<file path="src/sv/mdp_pkg.sv">
`default_nettype none
package mdp_pkg;

    typedef enum logic [1:0] {
        PH_IDLE  = 2'd0,
        PH_FIELD = 2'd1,
        PH_ELEM  = 2'd2,
        PH_NAME  = 2'd3
    } phase_t;

    localparam logic [2:0] ST_OK          = 3'd0;
    localparam logic [2:0] ST_NO_OPEN     = 3'd1;
    localparam logic [2:0] ST_BAD_PARAM   = 3'd2;
    localparam logic [2:0] ST_BAD_RETURN  = 3'd3;
    localparam logic [2:0] ST_NAME_LONG   = 3'd4;

    localparam logic [3:0] KIND_VOID = 4'd0;
    localparam logic [3:0] KIND_B    = 4'd1;
    localparam logic [3:0] KIND_C    = 4'd2;
    localparam logic [3:0] KIND_D    = 4'd3;
    localparam logic [3:0] KIND_F    = 4'd4;
    localparam logic [3:0] KIND_I    = 4'd5;
    localparam logic [3:0] KIND_J    = 4'd6;
    localparam logic [3:0] KIND_S    = 4'd7;
    localparam logic [3:0] KIND_Z    = 4'd8;
    localparam logic [3:0] KIND_REF  = 4'd9;

    localparam logic [7:0] CH_NUL    = 8'h00;
    localparam logic [7:0] CH_OPEN   = 8'h28;
    localparam logic [7:0] CH_CLOSE  = 8'h29;
    localparam logic [7:0] CH_SEMI   = 8'h3B;
    localparam logic [7:0] CH_V      = 8'h56;
    localparam logic [7:0] CH_L      = 8'h4C;
    localparam logic [7:0] CH_ARRAY  = 8'h5B;

    localparam logic [1:0] REG_WIDE_SLOT   = 2'd0;
    localparam logic [1:0] REG_NARROW_SLOT = 2'd1;
    localparam logic [1:0] REG_REF_SLOT    = 2'd2;
    localparam logic [1:0] REG_MAX_NAME    = 2'd3;

    localparam logic [9:0] SLOT_MAX = 10'd1023;
    localparam logic [9:0] NAME_MAX = 10'd1023;
    localparam logic [7:0] DIM_MAX  = 8'd255;

    typedef struct packed {
        logic [1:0] wide_slot_words;
        logic [1:0] narrow_slot_words;
        logic [1:0] ref_slot_words;
        logic [9:0] max_name_len;
    } cfg_t;

    typedef struct packed {
        phase_t     phase;
        logic       in_return;
        logic [7:0] param_tally;
        logic [9:0] slot_tally;
        logic [7:0] dim_tally;
        logic [9:0] name_length;
    } state_t;

    typedef struct packed {
        logic [7:0] return_dims;
        logic [3:0] return_kind;
        logic       returns_value;
        logic [9:0] param_slots;
        logic [7:0] param_count;
        logic [2:0] status;
    } result_t;

    function automatic logic [3:0] base_kind(input logic [7:0] c);
        logic [3:0] k;
        case (c)
            8'h42: k = KIND_B;
            8'h43: k = KIND_C;
            8'h44: k = KIND_D;
            8'h46: k = KIND_F;
            8'h49: k = KIND_I;
            8'h4A: k = KIND_J;
            8'h53: k = KIND_S;
            8'h5A: k = KIND_Z;
            default: k = KIND_VOID;
        endcase
        return k;
    endfunction

endpackage
`default_nettype wire

</file>
<file path="src/sv/mdp_step.sv">
`default_nettype none
module mdp_step import mdp_pkg::*; #(
    parameter logic [7:0] PARAM_CAP = 8'd255
) (
    input  wire state_t     cur,
    input  wire cfg_t       cfg,
    input  wire logic [7:0] char_in,
    input  wire logic       first,
    output state_t          nxt,
    output logic            emit,
    output result_t         res
);

    logic       start_field;
    logic       fld_done;
    logic       fail;
    logic [3:0] fkind;
    logic [3:0] bk;
    logic [1:0] w;
    logic [10:0] slot_sum;
    logic [2:0] st;
    logic       rv;
    logic [3:0] kind;
    logic [7:0] dims;

    assign bk = base_kind(char_in);

    always_comb begin
        nxt         = cur;
        emit        = 1'b0;
        start_field = 1'b0;
        fld_done    = 1'b0;
        fail        = 1'b0;
        fkind       = KIND_VOID;
        w           = 2'd0;
        slot_sum    = 11'd0;
        st          = ST_OK;
        rv          = 1'b0;
        kind        = KIND_VOID;
        dims        = 8'd0;

        if (first) begin
            nxt.in_return   = 1'b0;
            nxt.param_tally = 8'd0;
            nxt.slot_tally  = 10'd0;
            nxt.dim_tally   = 8'd0;
            nxt.name_length = 10'd0;
            if (char_in != CH_OPEN) begin
                emit = 1'b1;
                st   = ST_NO_OPEN;
            end else begin
                nxt.phase = PH_FIELD;
            end
        end else begin
            case (cur.phase)
                PH_FIELD: begin
                    if (char_in == CH_NUL) begin
                        fail = 1'b1;
                    end else if (cur.in_return) begin
                        if (char_in == CH_V) begin
                            emit = 1'b1;
                        end else begin
                            start_field = 1'b1;
                        end
                    end else if (char_in == CH_CLOSE) begin
                        nxt.in_return = 1'b1;
                        nxt.dim_tally = 8'd0;
                    end else begin
                        if (cur.param_tally < PARAM_CAP) begin
                            nxt.param_tally = cur.param_tally + 8'd1;
                        end
                        start_field = 1'b1;
                    end
                end
                PH_ELEM: begin
                    if (char_in == CH_NUL) begin
                        fail = 1'b1;
                    end else begin
                        start_field = 1'b1;
                    end
                end
                PH_NAME: begin
                    if (cur.name_length < NAME_MAX) begin
                        nxt.name_length = cur.name_length + 10'd1;
                    end
                    if (char_in == CH_SEMI) begin
                        if (nxt.name_length == 10'd1) begin
                            fail = 1'b1;
                        end else begin
                            fld_done = 1'b1;
                            fkind    = KIND_REF;
                        end
                    end else if (char_in == CH_NUL) begin
                        fail = 1'b1;
                    end else if (nxt.name_length >= cfg.max_name_len) begin
                        emit = 1'b1;
                        st   = ST_NAME_LONG;
                    end
                end
                default: begin
                end
            endcase
        end

        if (start_field) begin
            if (bk != KIND_VOID) begin
                fld_done = 1'b1;
                fkind    = bk;
            end else if (char_in == CH_L) begin
                nxt.name_length = 10'd0;
                nxt.phase       = PH_NAME;
            end else if (char_in == CH_ARRAY) begin
                if (cur.dim_tally < DIM_MAX) begin
                    nxt.dim_tally = cur.dim_tally + 8'd1;
                end
                nxt.phase = PH_ELEM;
            end else begin
                fail = 1'b1;
            end
        end

        if (fld_done) begin
            if (cur.in_return) begin
                emit = 1'b1;
                rv   = 1'b1;
                kind = fkind;
                dims = cur.dim_tally;
            end else begin
                if (cur.dim_tally != 8'd0 || fkind == KIND_REF) begin
                    w = cfg.ref_slot_words;
                end else if (fkind == KIND_D || fkind == KIND_J) begin
                    w = cfg.wide_slot_words;
                end else begin
                    w = cfg.narrow_slot_words;
                end
                slot_sum = {1'b0, cur.slot_tally} + {9'd0, w};
                nxt.slot_tally = (slot_sum > {1'b0, SLOT_MAX}) ? SLOT_MAX : slot_sum[9:0];
                nxt.dim_tally  = 8'd0;
                nxt.phase      = PH_FIELD;
            end
        end

        if (fail) begin
            emit = 1'b1;
            st   = cur.in_return ? ST_BAD_RETURN : ST_BAD_PARAM;
        end

        if (emit) begin
            nxt.phase = PH_IDLE;
        end

        res.status        = st;
        res.param_count   = nxt.param_tally;
        res.param_slots   = (st == ST_OK) ? nxt.slot_tally : 10'd0;
        res.returns_value = (st == ST_OK) ? rv : 1'b0;
        res.return_kind   = (st == ST_OK) ? kind : KIND_VOID;
        res.return_dims   = (st == ST_OK) ? dims : 8'd0;
    end

endmodule
`default_nettype wire

</file>
<file path="src/sv/method_descriptor_parser.sv">
// method descriptor parser
// s_axis carries one descriptor byte per item: tdata is the byte, tuser set
// marks the first byte of a new descriptor. every byte is checked against the
// descriptor grammar and the parameter count and slot total are kept running.
// m_axis gives one item when a descriptor ends, either on its return type or
// on the first error; bytes outside an open descriptor give nothing.
// the result item is registered and appears in the cycle after the accepted
// byte; one byte is taken every cycle while s_axis_tready is high, set by the
// single state update between the state registers and the result register.
// the result register doubles as the output stage: s_axis_tready stays high
// while it is empty or being drained, so a stalled receiver holds the input
// only when a result is actually waiting.
// reset (synchronous, active low) returns the parser to idle, drops any
// pending result and loads the default slot widths and name length limit.
// the apb port sets the slot widths and name limit; write only while idle.
`default_nettype none
module method_descriptor_parser import mdp_pkg::*; #(
    parameter int MAX_PARAMS = 255
) (
    input  wire logic        aclk,
    input  wire logic        aresetn,
    input  wire logic        s_axis_tvalid,
    output logic             s_axis_tready,
    input  wire logic [7:0]  s_axis_tdata,   // char_in[7:0]
    input  wire logic        s_axis_tuser,   // first
    output logic             m_axis_tvalid,
    input  wire logic        m_axis_tready,
    // status[2:0], param_count[10:3], param_slots[20:11], returns_value[21],
    // return_kind[25:22], return_dims[33:26], zero[39:34]
    output logic [39:0]      m_axis_tdata,
    input  wire logic        psel,
    input  wire logic        penable,
    input  wire logic        pwrite,
    input  wire logic [3:0]  paddr,
    input  wire logic [31:0] pwdata,
    output logic [31:0]      prdata,
    output logic             pready
);

    localparam logic [7:0] PARAM_CAP = 8'((MAX_PARAMS < 255) ? MAX_PARAMS : 255);

    cfg_t    cfg_reg;
    state_t  state_reg;
    state_t  state_next;
    logic    emit;
    result_t res;
    result_t res_reg;
    logic    m_valid_reg;
    logic    s_accept;
    logic    cfg_write;

    assign pready    = 1'b1;
    assign cfg_write = psel & penable & pwrite & pready;

    always_comb begin
        case (paddr[3:2])
            REG_WIDE_SLOT:   prdata = {30'd0, cfg_reg.wide_slot_words};
            REG_NARROW_SLOT: prdata = {30'd0, cfg_reg.narrow_slot_words};
            REG_REF_SLOT:    prdata = {30'd0, cfg_reg.ref_slot_words};
            REG_MAX_NAME:    prdata = {22'd0, cfg_reg.max_name_len};
            default:         prdata = 32'd0;
        endcase
    end

    always_ff @(posedge aclk) begin
        if (!aresetn) begin
            cfg_reg.wide_slot_words   <= 2'd2;
            cfg_reg.narrow_slot_words <= 2'd1;
            cfg_reg.ref_slot_words    <= 2'd1;
            cfg_reg.max_name_len      <= 10'd255;
        end else if (cfg_write) begin
            case (paddr[3:2])
                REG_WIDE_SLOT:   cfg_reg.wide_slot_words   <= pwdata[1:0];
                REG_NARROW_SLOT: cfg_reg.narrow_slot_words <= pwdata[1:0];
                REG_REF_SLOT:    cfg_reg.ref_slot_words    <= pwdata[1:0];
                REG_MAX_NAME:    cfg_reg.max_name_len      <= pwdata[9:0];
                default: begin
                end
            endcase
        end
    end

    mdp_step #(
        .PARAM_CAP (PARAM_CAP)
    ) u_step (
        .cur     (state_reg),
        .cfg     (cfg_reg),
        .char_in (s_axis_tdata),
        .first   (s_axis_tuser),
        .nxt     (state_next),
        .emit    (emit),
        .res     (res)
    );

    assign s_axis_tready = ~m_valid_reg | m_axis_tready;
    assign s_accept      = s_axis_tvalid & s_axis_tready;

    always_ff @(posedge aclk) begin
        if (!aresetn) begin
            state_reg <= '{phase: PH_IDLE, default: '0};
        end else if (s_accept) begin
            state_reg <= state_next;
        end
    end

    // output stage
    always_ff @(posedge aclk) begin
        if (!aresetn) begin
            m_valid_reg <= 1'b0;
        end else if (s_accept && emit) begin
            m_valid_reg <= 1'b1;
        end else if (m_axis_tready) begin
            m_valid_reg <= 1'b0;
        end
    end

    always_ff @(posedge aclk) begin
        if (s_accept && emit) begin
            res_reg <= res;
        end
    end

    assign m_axis_tvalid = m_valid_reg;
    assign m_axis_tdata  = {6'd0, res_reg};

endmodule
`default_nettype wire
</file>
<file path="config.mk">
export PLATFORM = sky130hd
export DESIGN_NAME = method_descriptor_parser
export DESIGN_NICKNAME = d
export VERILOG_FILES = /design/src/sv/mdp_pkg.sv /design/src/sv/mdp_step.sv /design/src/sv/method_descriptor_parser.sv
export SDC_FILE = /design/constraint.sdc
export NUM_CORES = 1
export LEC_CHECK = 0
export BUFFER_PORTS_ARGS = -buffer_cell sky130_fd_sc_hd__buf_2
export CORE_UTILIZATION = 40
export DETAILED_ROUTE_END_ITERATION = 16
export PLACE_DENSITY_LB_ADDON = 0.05
export SLEW_MARGIN = 20
export SYNTH_ARGS = -nofsm -noshare
export SYNTH_HDL_FRONTEND = slang
export SYNTH_SLANG_ARGS = --single-unit
</file>
<file path="constraint.sdc">
create_clock -name aclk -period 5.65 [get_ports aclk]
set_clock_uncertainty 0.15 [all_clocks]
set_input_delay 0.8475 -clock aclk [delete_from_list [all_inputs] [get_ports aclk]]
set_output_delay 0.8475 -clock aclk [all_outputs]
set_load 0.01 [all_outputs]
</file>
# After elaboration in Yosys (flattened, before gate mapping)
# Index checks and enable logic that the tools add are counted.
# W data, S select, Z words.
[op_classes]
add_sub_neg = 4
n_mul = 0
div = 0
order_cmp = 5
n_eq_ne = 25
n_shift = 0
mux = 92
n_bitwise = 5
n_reduce_logical = 18
[op_table]
columns = ["operator", "n"]
rows = [
  ["$pmux W32 S4", 1],
  ["$mux W18", 5],
  ["$eq A8 B7 Y1 const B", 11],
  ["$mux W8", 9],
  ["$mux W10", 7],
  ["$mux W1", 37],
  ["$mux W9", 4],
  ["$pmux W4 S8", 1],
  ["$mux W2", 13],
  ["$mux W4", 6],
  ["$mux W3", 6],
  ["$add A8 B1 Y8 const B", 2],
  ["$eq A8 B6 Y1 const B", 2],
  ["$lt A8 B8 Y1 const B", 2],
  ["$add A10 B2 Y11", 1],
  ["$gt A11 B10 Y1 const B", 1],
  ["$add A10 B1 Y10 const B", 1],
  ["$eq A10 B1 Y1 const B", 1],
  ["$ge A10 B10 Y1", 1],
  ["$lt A10 B10 Y1 const B", 1],
  ["$reduce_and A2 Y1", 5],
  ["$eq A2 B2 Y1 const B", 4],
  ["$logic_not A8 Y1", 1],
  ["$ne A8 B6 Y1 const B", 1],
  ["other kinds (18)", 26],
]
[word_totals]
register_bits = 90
latchBits = 0
ram_bits = 0
romBits = 0
inputBits = 52
output_inout_bits = 75
wordCells = 166
mem_count = 0

# Longest topological paths before layout
# Gate-level depths: netlist (run 1).
[logic_depth]
word_depth = 22
mapped_depth = 22
ltp_nobuf = 20

# Hierarchy
# Synthesis (run 1) repeated with hierarchy kept, for this count alone.
[hier_totals]
cells_unflattened = 756
area_unflattened_um2 = 6362.4
[modules_own_cells]
columns = ["module", "instances", "cells_per_inst", "area_each_um2", "seq_area_each_um2"]
rows = [
  ["method_descriptor_parser", 1, 335, 3643.5, 2142.1],
  ["mdp_step", 1, 421, 2718.9, 0.0],
]

# Worst setup path before layout (run 1)
# OpenSTA, ideal clock, no wires.
[synth_timing]
path_kind = "in2reg"
from = "input s_axis_tdata[0]"
to = "register state_reg[21] (netlist name)"
setup_ns = 0.061
arrival_ns = 4.619
required_time_ns = 5.439
path_slack_ns = 0.820
path_stages = 19
path_cell_list = "buf_2 > or3_1 > o311a_1 > and2_4 > and2_1 > mux2i_1 > a21oi_1 > ha_1 > inv_1 > fa_1 > nor2b_1 > and2_1 > and3_1 > and3_1 > clkbuf_1 > nand3_1 > clkbuf_1 > a41oi_1 > o221a_1"
[synth_via]
elab_chain_len = 18
word_cells_on_any_way = 45
classes_between = "add/sub (1); order compare (1); eq/ne (14); mux (25); reduce/logical (4)"
[synth_lines]
columns = ["item", "line", "source"]
rows = [
  ["start, declared", "method_descriptor_parser.sv:24", "input wire logic [7:0] s_axis_tdata,"],
  ["$eq A8 B6 Y1 or $eq A8 B7 Y1 (tied branches)", "mdp_step.sv:65, mdp_step.sv:60", ""],
  ["$mux W1, on equally long branches", "mdp_step.sv:65, mdp_step.sv:60", ""],
  ["$mux W1", "mdp_step.sv:59", "end else if (cur.in_return) begin"],
  ["$mux W1", "mdp_step.sv:57", "if (char_in == CH_NUL) begin"],
  ["$pmux W1 S2", "mdp_step.sv:55", "case (cur.phase)"],
  ["$mux W1", "mdp_step.sv:42", "if (first) begin"],
  ["$mux W4", "mdp_step.sv:105", "if (start_field) begin"],
  ["$eq A4 B2 Y1 or $eq A4 B3 Y1 (tied branches)", "mdp_step.sv:131", "end else if (fkind == KIND_D || fkind == KIND_J) begin"],
  ["[2 not listed]", "n/a", ""],
  ["$mux W2", "mdp_step.sv:129", "if (cur.dim_tally != 8'd0 || fkind == KIND_REF) begin"],
  ["$mux W2", "mdp_step.sv:123", "if (cur.in_return) begin"],
  ["$mux W2", "mdp_step.sv:122", "if (fld_done) begin"],
  ["$add A10 B2 Y11", "mdp_step.sv:136", "slot_sum = {1'b0, cur.slot_tally} + {9'd0, w};"],
  ["$gt A11 B10 Y1", "mdp_step.sv:137", "nxt.slot_tally = (slot_sum > {1'b0, SLOT_MAX}) ? SLOT_MAX : slot_sum[9:0];"],
  ["$mux W10", "mdp_step.sv:137", ""],
  ["$mux W18", "mdp_step.sv:123", ""],
  ["$mux W18 (*)", "mdp_step.sv:122", ""],
  ["end signal, assigned", "method_descriptor_parser.sv:102", "state_reg <= state_next;"],
  ["end, declared", "method_descriptor_parser.sv:43", "state_t state_reg;"],
]
# Every way passes the cells marked *; elsewhere a longest branch is shown, timed or not. The select of a mux whose other input is x is not followed.
# A chain may end at the register's enable or synchronous reset.

# Final worst setup path (run 1)
[layout_timing]
from = "register state_reg[4] (netlist name)"
to = "register res_reg (netlist bit m_axis_tdata[12]), data pin"
[layout_via]
elab_chain_len = 22
word_cells_on_any_way = 48
classes_between = "add/sub (2); order compare (3); eq/ne (4); mux (36); reduce/logical (3)"
[layout_lines]
columns = ["item", "line", "source"]
rows = [
  ["$add A10 B1 Y10 or $lt A10 B10 Y1 (tied branches)", "mdp_step.sv:84, mdp_step.sv:83", ""],
  ["$mux W10 (*)", "mdp_step.sv:83", "if (cur.name_length < NAME_MAX) begin"],
  ["$mux W10 (*)", "mdp_step.sv:55", ""],
  ["$mux W10 (*)", "mdp_step.sv:42", ""],
  ["$eq A10 B1 Y1", "mdp_step.sv:87", "if (nxt.name_length == 10'd1) begin"],
  ["$mux W4", "mdp_step.sv:87", ""],
  ["$mux W4", "mdp_step.sv:86", "if (char_in == CH_SEMI) begin"],
  ["$mux W4", "mdp_step.sv:55", ""],
  ["[6 not listed]", "n/a", ""],
  ["$mux W2", "mdp_step.sv:129", ""],
  ["$mux W2", "mdp_step.sv:123", ""],
  ["$mux W2", "mdp_step.sv:122", ""],
  ["$add A10 B2 Y11", "mdp_step.sv:136", ""],
  ["$gt A11 B10 Y1", "mdp_step.sv:137", ""],
  ["$mux W10", "mdp_step.sv:137", ""],
  ["$mux W18", "mdp_step.sv:123", ""],
  ["$mux W18", "mdp_step.sv:122", ""],
  ["end signal, assigned", "method_descriptor_parser.sv:119", "res_reg <= res;"],
  ["end, declared", "method_descriptor_parser.sv:47", "result_t res_reg;"],
]
# Marks and branches as above.

==> reports/results.tsv, run 1 <==
metric	value	unit
status	finished, final reports clean	
ANT cells	0	
hpwl dp	10.3	mm
worst path cell trace	nand3_2 > nor4_2 > mux2_4 > o41ai_4 > and3_1 > nor2_1 > a21oi_1 > ha_1 > inv_1 > fa_1 > nor2b_1 > and2_1 > and3_1 > and3_1 > nand3_1 > buf_4 > nand2_1 > nand2_1 > a21oi_1	
max incr delay on CP	0.67	ns
Fmax	193	MHz
setup_tns	0	ns
Total GRT Usage	20.2	%
peak supply drop	0.170	mV
Setup Buffers After CTS	0	
Worst R2R Start	state_reg[4]	
Post-route DRC	0	
Slew Viols, Final	0	
post-DR wirelength/cell	15.7	um
Post-Syn Instances	685	
largest family of logic cells by synthesized area	simple AND/OR/NAND/NOR gates	
Synth top area share	19.1	%
cts repair resizes	0	
# rows	43	
Synth top cells by count	nand2_1, dfxtp_1, nor2_1	
Die Y	123	um
clk root buf	clkbuf_16	
RSZ-0062 raised after global routing	no	
final setup fails	0	
max-cap violation count	0	
# IOs	127	
max reg flops	39	
Slowest cell on crit path	o41ai_4	
Synth Area in Simple Gates	24.9	%
fin cells	924	
HP Class	reg2reg	
CTS tree	yes	
Starting Density	41.6	%
clk_lat worst skew	0.35	ns
Distinct cells, synth	81	
Critical Path Fanout Max	15	
Die ar.	15100	um2
Seq/Total Area, Yosys	36.5	%
Synth Area in XOR/XNOR	1.64	%
GPL Wtd Cong	0.859	
Avg Cell Area, Syn	8.56	um2
post-synthesis mux area share	2.75	%
#FFs+latches synth	90	
antenna violations before repair	0	
final count of hold timing violations	0	
crit path kind	reg2reg	
Critical Path AT	5.19	ns
Area growth syn-to-layout	12.3	%
most used cell, CP	and3_1	
leakage power	2.60	nW
post-synth top area cell	dfxtp_1	
worst-margin pin slew	1.10	ns
count leader, synth	nand2_1	
CTS max path bufs	2	
core area	14100	um2
Main synth FF type	dfxtp_1	
gr ovfl total	0	
Num Clock Sinks	90	
placed insts	908	
Max-slew headroom	26.8	%
via count	5071	
Tmin final	5.17	ns
largest net degree at the start of global routing	35	
Ys Warns	0	
TritonRoute pass-1 iters	4	
post-synthesis adder-cell area fraction	4.82	%
Worst setup EP type	register	
period utilisation layout	91.5	%
pwr/cell area	226	nW/um2
Clock transition at path regs	0.06	ns
Iteration-0 DRC Markers	331	
CTS buffer count	9	
min-delay src	cfg_reg[9]	
Critical Path RT	5.67	ns
vias in the first global route	4607	
synthesized area	5860	um2
critical path launch point	state_reg[4]	
Area contributors post-synth	dfxtp_1, edfxtp_1, nand2_1	
Nets	813	
fraction of layout cells with a size suffix above 1	18.4	%
CTS Hold Buffers Added	0	
CP startpoint kind	register	
first-pass GRT wire length	23.6	mm
async set-reset flop share out of synthesis	0	%
Die X-Extent	123	um
Compound-Gate Fraction of Synth Area	20.4	%
Buffers on Ports	73	
Final ANT Viol Nets	0	
number of synthesized flops with an enable pin	34	
DRT Wirelength	14.5	mm
Via density	5.49	
CTS H-Tree Depth	3	
-- power by group --
group	total [W]	switching (W)	internal (W)	leakage (nW)
Clock	0.000671	0.000261	0.000410	0.159
Sequential	0.000687	0.00000422	0.000682	0.790
Combinational	0.000130	0.0000895	0.0000408	1.65
-- logic make-up (layout without fill, tap and decap cells) --
group,count (synthesis),count (layout)
AO/OA/AOI/OAI,170,170
XOR/XNOR,11,11
adder cells (fa/ha/maj),22,22
buffers and inverters,99,131
flip-flops,90,90
multiplexers,13,13
other,2,29
AND/OR/NAND/NOR,278,278
-- final timing paths --
kind	end	slack [ns]	cells after the start
setup reg to reg	m_axis_tdata[12]	0.48	19
setup / recovery	m_axis_tdata[12]	0.48	19
hold reg to reg	cfg_reg[9]	0.31	2
hold / removal	cfg_reg[9]	0.31	2
-- area by class of cell --
type / instances / area, um2
Clock buffer: 11 / 253
Clock inverter: 5 / 76.3
Fill cell: 1387 / 7510
Inverter: 29 / 109
Multi-Input combinational cell: 523 / 3320
Sequential cell: 90 / 2140
Tap cell: 180 / 225
Timing Repair Buffer: 86 / 463
-- per-stage QoR --
stage	util [%]	hold slack, ns	total power (W)	worst slack [ns]	area, um2
global placement	44.3	0.300	0.000830	0.507	6250
CTS	46.7	0.314	0.00150	0.427	6580
global route	46.7	0.328	0.00154	0.0742	6580
detailed placement	44.3	0.302	0.000832	0.442	6250
finish	46.7	0.312	0.00149	0.478	6580
floorplan	-	0.286	0.000800	0.820	5960
-- worst max-delay path, delay by kind of cell (launching register included) --
| kind | cells | cell delay [ns] |
|---|---|---|
| AO/OA/AOI/OAI | 3 | 1.07 |
| multiplexers | 1 | 0.37 |
| buffers and inverters | 2 | 0.25 |
| adder cells (fa/ha/maj) | 2 | 0.64 |
| flip-flops | 1 | 0.54 |
| AND/OR/NAND/NOR | 11 | 1.97 |
-- routing by layer --
layer,global-route usage (%),vias to the layer above,share of wire (%)
li1,-,2553,-
met1,28.4,2382,50
met2,31.6,125,45
met3,2.08,11,3.5
met4,7.98,0,1.6
met5,0,-,0
-- placed cells by master, fill, tap and decap left out, drive strengths merged, types with 5 or more instances in the layout --
master	n
a211oi	12
a21oi	42
a22o	11
a31o	5
a31oi	17
and2	14
and3	21
buf	86
clkbuf	11
conb	29
dfxtp	56
edfxtp	34
ha	21
inv	29
mux2i	9
nand2	83
nand2b	5
nand3	38
nand4	10
nor2	40
nor2b	13
nor3	20
nor4	6
o211ai	14
o21ai	36
or3	7
xnor2	7
(Power assumes the default switching activity.)
==> run 2, diff against run 1 <==
- ABC_AREA: unset -> 1
- SLEW_MARGIN: 20 -> 5
==> run 2 against run 1 <==
  * Sequential share of layout area decreased by 0.40 points
  * Critical path type is now in2reg
  * Non-clock buffer count shrank 7
  * Count of clock-buffer cells in the layout shrank 1
  * Utilization is 1.0 points lower
  * Combinational power rose by 22%
  * Sequential power is 3% higher
  * Synthesized cell count is 23% higher
==> reports/results.tsv, run 2 <==
metric	value	unit
Die X-Extent	124	um
Slowest cell on crit path	fa_1	
Post-route DRC	0	
post-DR wirelength/cell	12.7	um
most common cell after layout, fill and taps aside	nand2_1	
max-cap violation count	0	
number of synthesized flops with an enable pin	34	
Starting Density	41.0	%
RSZ-0062 raised after global routing	no	
DR top layer	met4	
Clock transition at path regs	0.07	ns
core area	14600	um2
Total GRT Usage	18.8	%
hold slack	0.341	ns
Register-to-Register Path Depth	30	
# IOs	127	
Avg Cell Area, Syn	7.12	um2
metal2 WL	7.07	mm
#FFs+latches synth	90	
Synth top cells by count	nand2_1, inv_1, nor2_1	
critical path launch point	s_axis_tdata[7]	
Iteration-0 DRC Markers	259	
M1 WL	6.26	mm
synthesized area	5980	um2
Final Util	45.7	%
most used cell, CP	nand2_1	
gr ovfl total	0	
cell family with the largest share of critical-path delay	simple AND/OR/NAND/NOR gates	
final count of hold timing violations	0	
R2R Path End	m_axis_tdata[15]	
placed insts	1078	
Max-slew headroom	39.4	%
Buffers on Ports	73	
via count	5333	
count leader, synth	nand2_1	
crit path capture	m_axis_tdata[15]	
HP Class	reg2reg	
# rows	44	
antenna violations before repair	0	
routed wl met3	411	um
CTS tree	yes	
fin cells	1094	
flop2flop setup slack	0.93	ns
Main synth FF type	dfxtp_1	
WP depth	31	
Placed Area	6380	um2
Die Y	124	um
commonest non-fill, non-tap cells in the layout	nand2_1, inv_1, nor2_1, buf_2, a21oi_1	
max reg flops	39	
Critical Path AT	4.82	ns
Post-Syn Instances	840	
worst-margin pin slew	0.905	ns
peak supply drop	0.123	mV
post-synth top area cell	dfxtp_1	
largest net degree at the start of global routing	46	
TritonRoute pass-1 iters	4	
Slew Viols, Final	0	
vias in the first global route	5056	
final setup fails	0	
Area growth syn-to-layout	11.4	%
Distinct cells, synth	49	
Ys Warns	0	
leakage power	2.99	nW
Worst setup EP type	register	
max incr delay on CP	0.41	ns
Num Clock Sinks	90	
Die ar.	15500	um2
GPL Wtd Cong	0.843	
Tmin final	4.78	ns
Critical Path RT	5.69	ns
pwr/cell area	218	nW/um2
Synth top area share	18.7	%
fraction of layout cells with a size suffix above 1	17.7	%
clk_lat worst skew	0.35	ns
period utilisation layout	84.6	%
CP bufs+invs	6	
CTS H-Tree Depth	3	
Nets	979	
first-pass GRT wire length	23.6	mm
Worst R2R Start	state_reg[0]	
async set-reset flop share out of synthesis	0	%
Setup Buffers After CTS	0	
hpwl dp	10.4	mm
Area contributors post-synth	dfxtp_1, edfxtp_1, nand2_1	
crit path kind	in2reg	
Final ANT Viol Nets	0	
CP startpoint kind	input pin	
CTS buffer count	9	
setup_tns	0	ns
Via density	4.87	
CTS max path bufs	2	
clk root buf	clkbuf_16	
final instance area	6670	um2
Fmax	209	MHz
DRT Wirelength	13.9	mm
cts repair resizes	0	
CTS Hold Buffers Added	0	
status	finished, final reports clean	
Seq/Total Area, Yosys	35.8	%
ANT cells	0	
Critical Path Fanout Max	5	
run 2: how the worst min path moves through the flow:
| stage | from | depth (start not counted) | to | slack, ns |
|---|---|---|---|---|
| global placement | state_reg[15] | 2 | state_reg[15] | 0.32 |
| finish | state_reg[15] | 2 | state_reg[15] | 0.34 |
| floorplan | cfg_reg[8] | 2 | cfg_reg[8] | 0.31 |
| CTS | state_reg[15] | 2 | state_reg[15] | 0.34 |
| global route | state_reg[15] | 2 | state_reg[15] | 0.36 |
| detailed placement | state_reg[15] | 2 | state_reg[15] | 0.33 |
run 2: logic make-up after synthesis:
family	count (synthesis)	synth area share, %
and+or+nand+nor	380	29.2
other	2	0.125
xor gates and xnor gates	11	1.61
DFF	90	35.8
AOI/OAI and AO/OA	146	14.2
buffers and inverters	189	14.4
adders and majority gates	22	4.73
run 2: report_power, final:
group / switching (W) / total [W] / internal, W
logic: 0.000109 / 0.000158 / 0.0000492
registers: 0.0000124 / 0.000707 / 0.000694
clock network: 0.000271 / 0.000586 / 0.000315
run 2: routing by layer:
metal | GRT usage (%) | up-vias
li1 | - | 2796
met1 | 22.3 | 2436
met2 | 33.7 | 86
met3 | 4.25 | 15
met4 | 5.17 | 0
met5 | 0 | -
run 2: area by class of cell:
cell class / instances / area, um2
Fill cell: 1518 / 7920
Multi-Input combinational cell: 588 / 3080
Sequential cell: 90 / 2140
Inverter: 137 / 514
Timing Repair Buffer: 79 / 410
Clock buffer: 10 / 239
Tap cell: 184 / 230
Clock inverter: 6 / 47.5
run 2: per-stage QoR:
step,setup slack (ns),total power [W]
floorplan,1.34,0.000841
global placement,0.617,0.000877
detailed placement,0.507,0.000880
CTS,0.845,0.00148
global route,0.325,0.00152
finish,0.872,0.00145
run 2: tightest hold or removal path, cell delays in order, from the launching register on:
cell and delay, ns:
dfxtp_1 0.33, nand2_1 0.06, a21oi_1 0.05
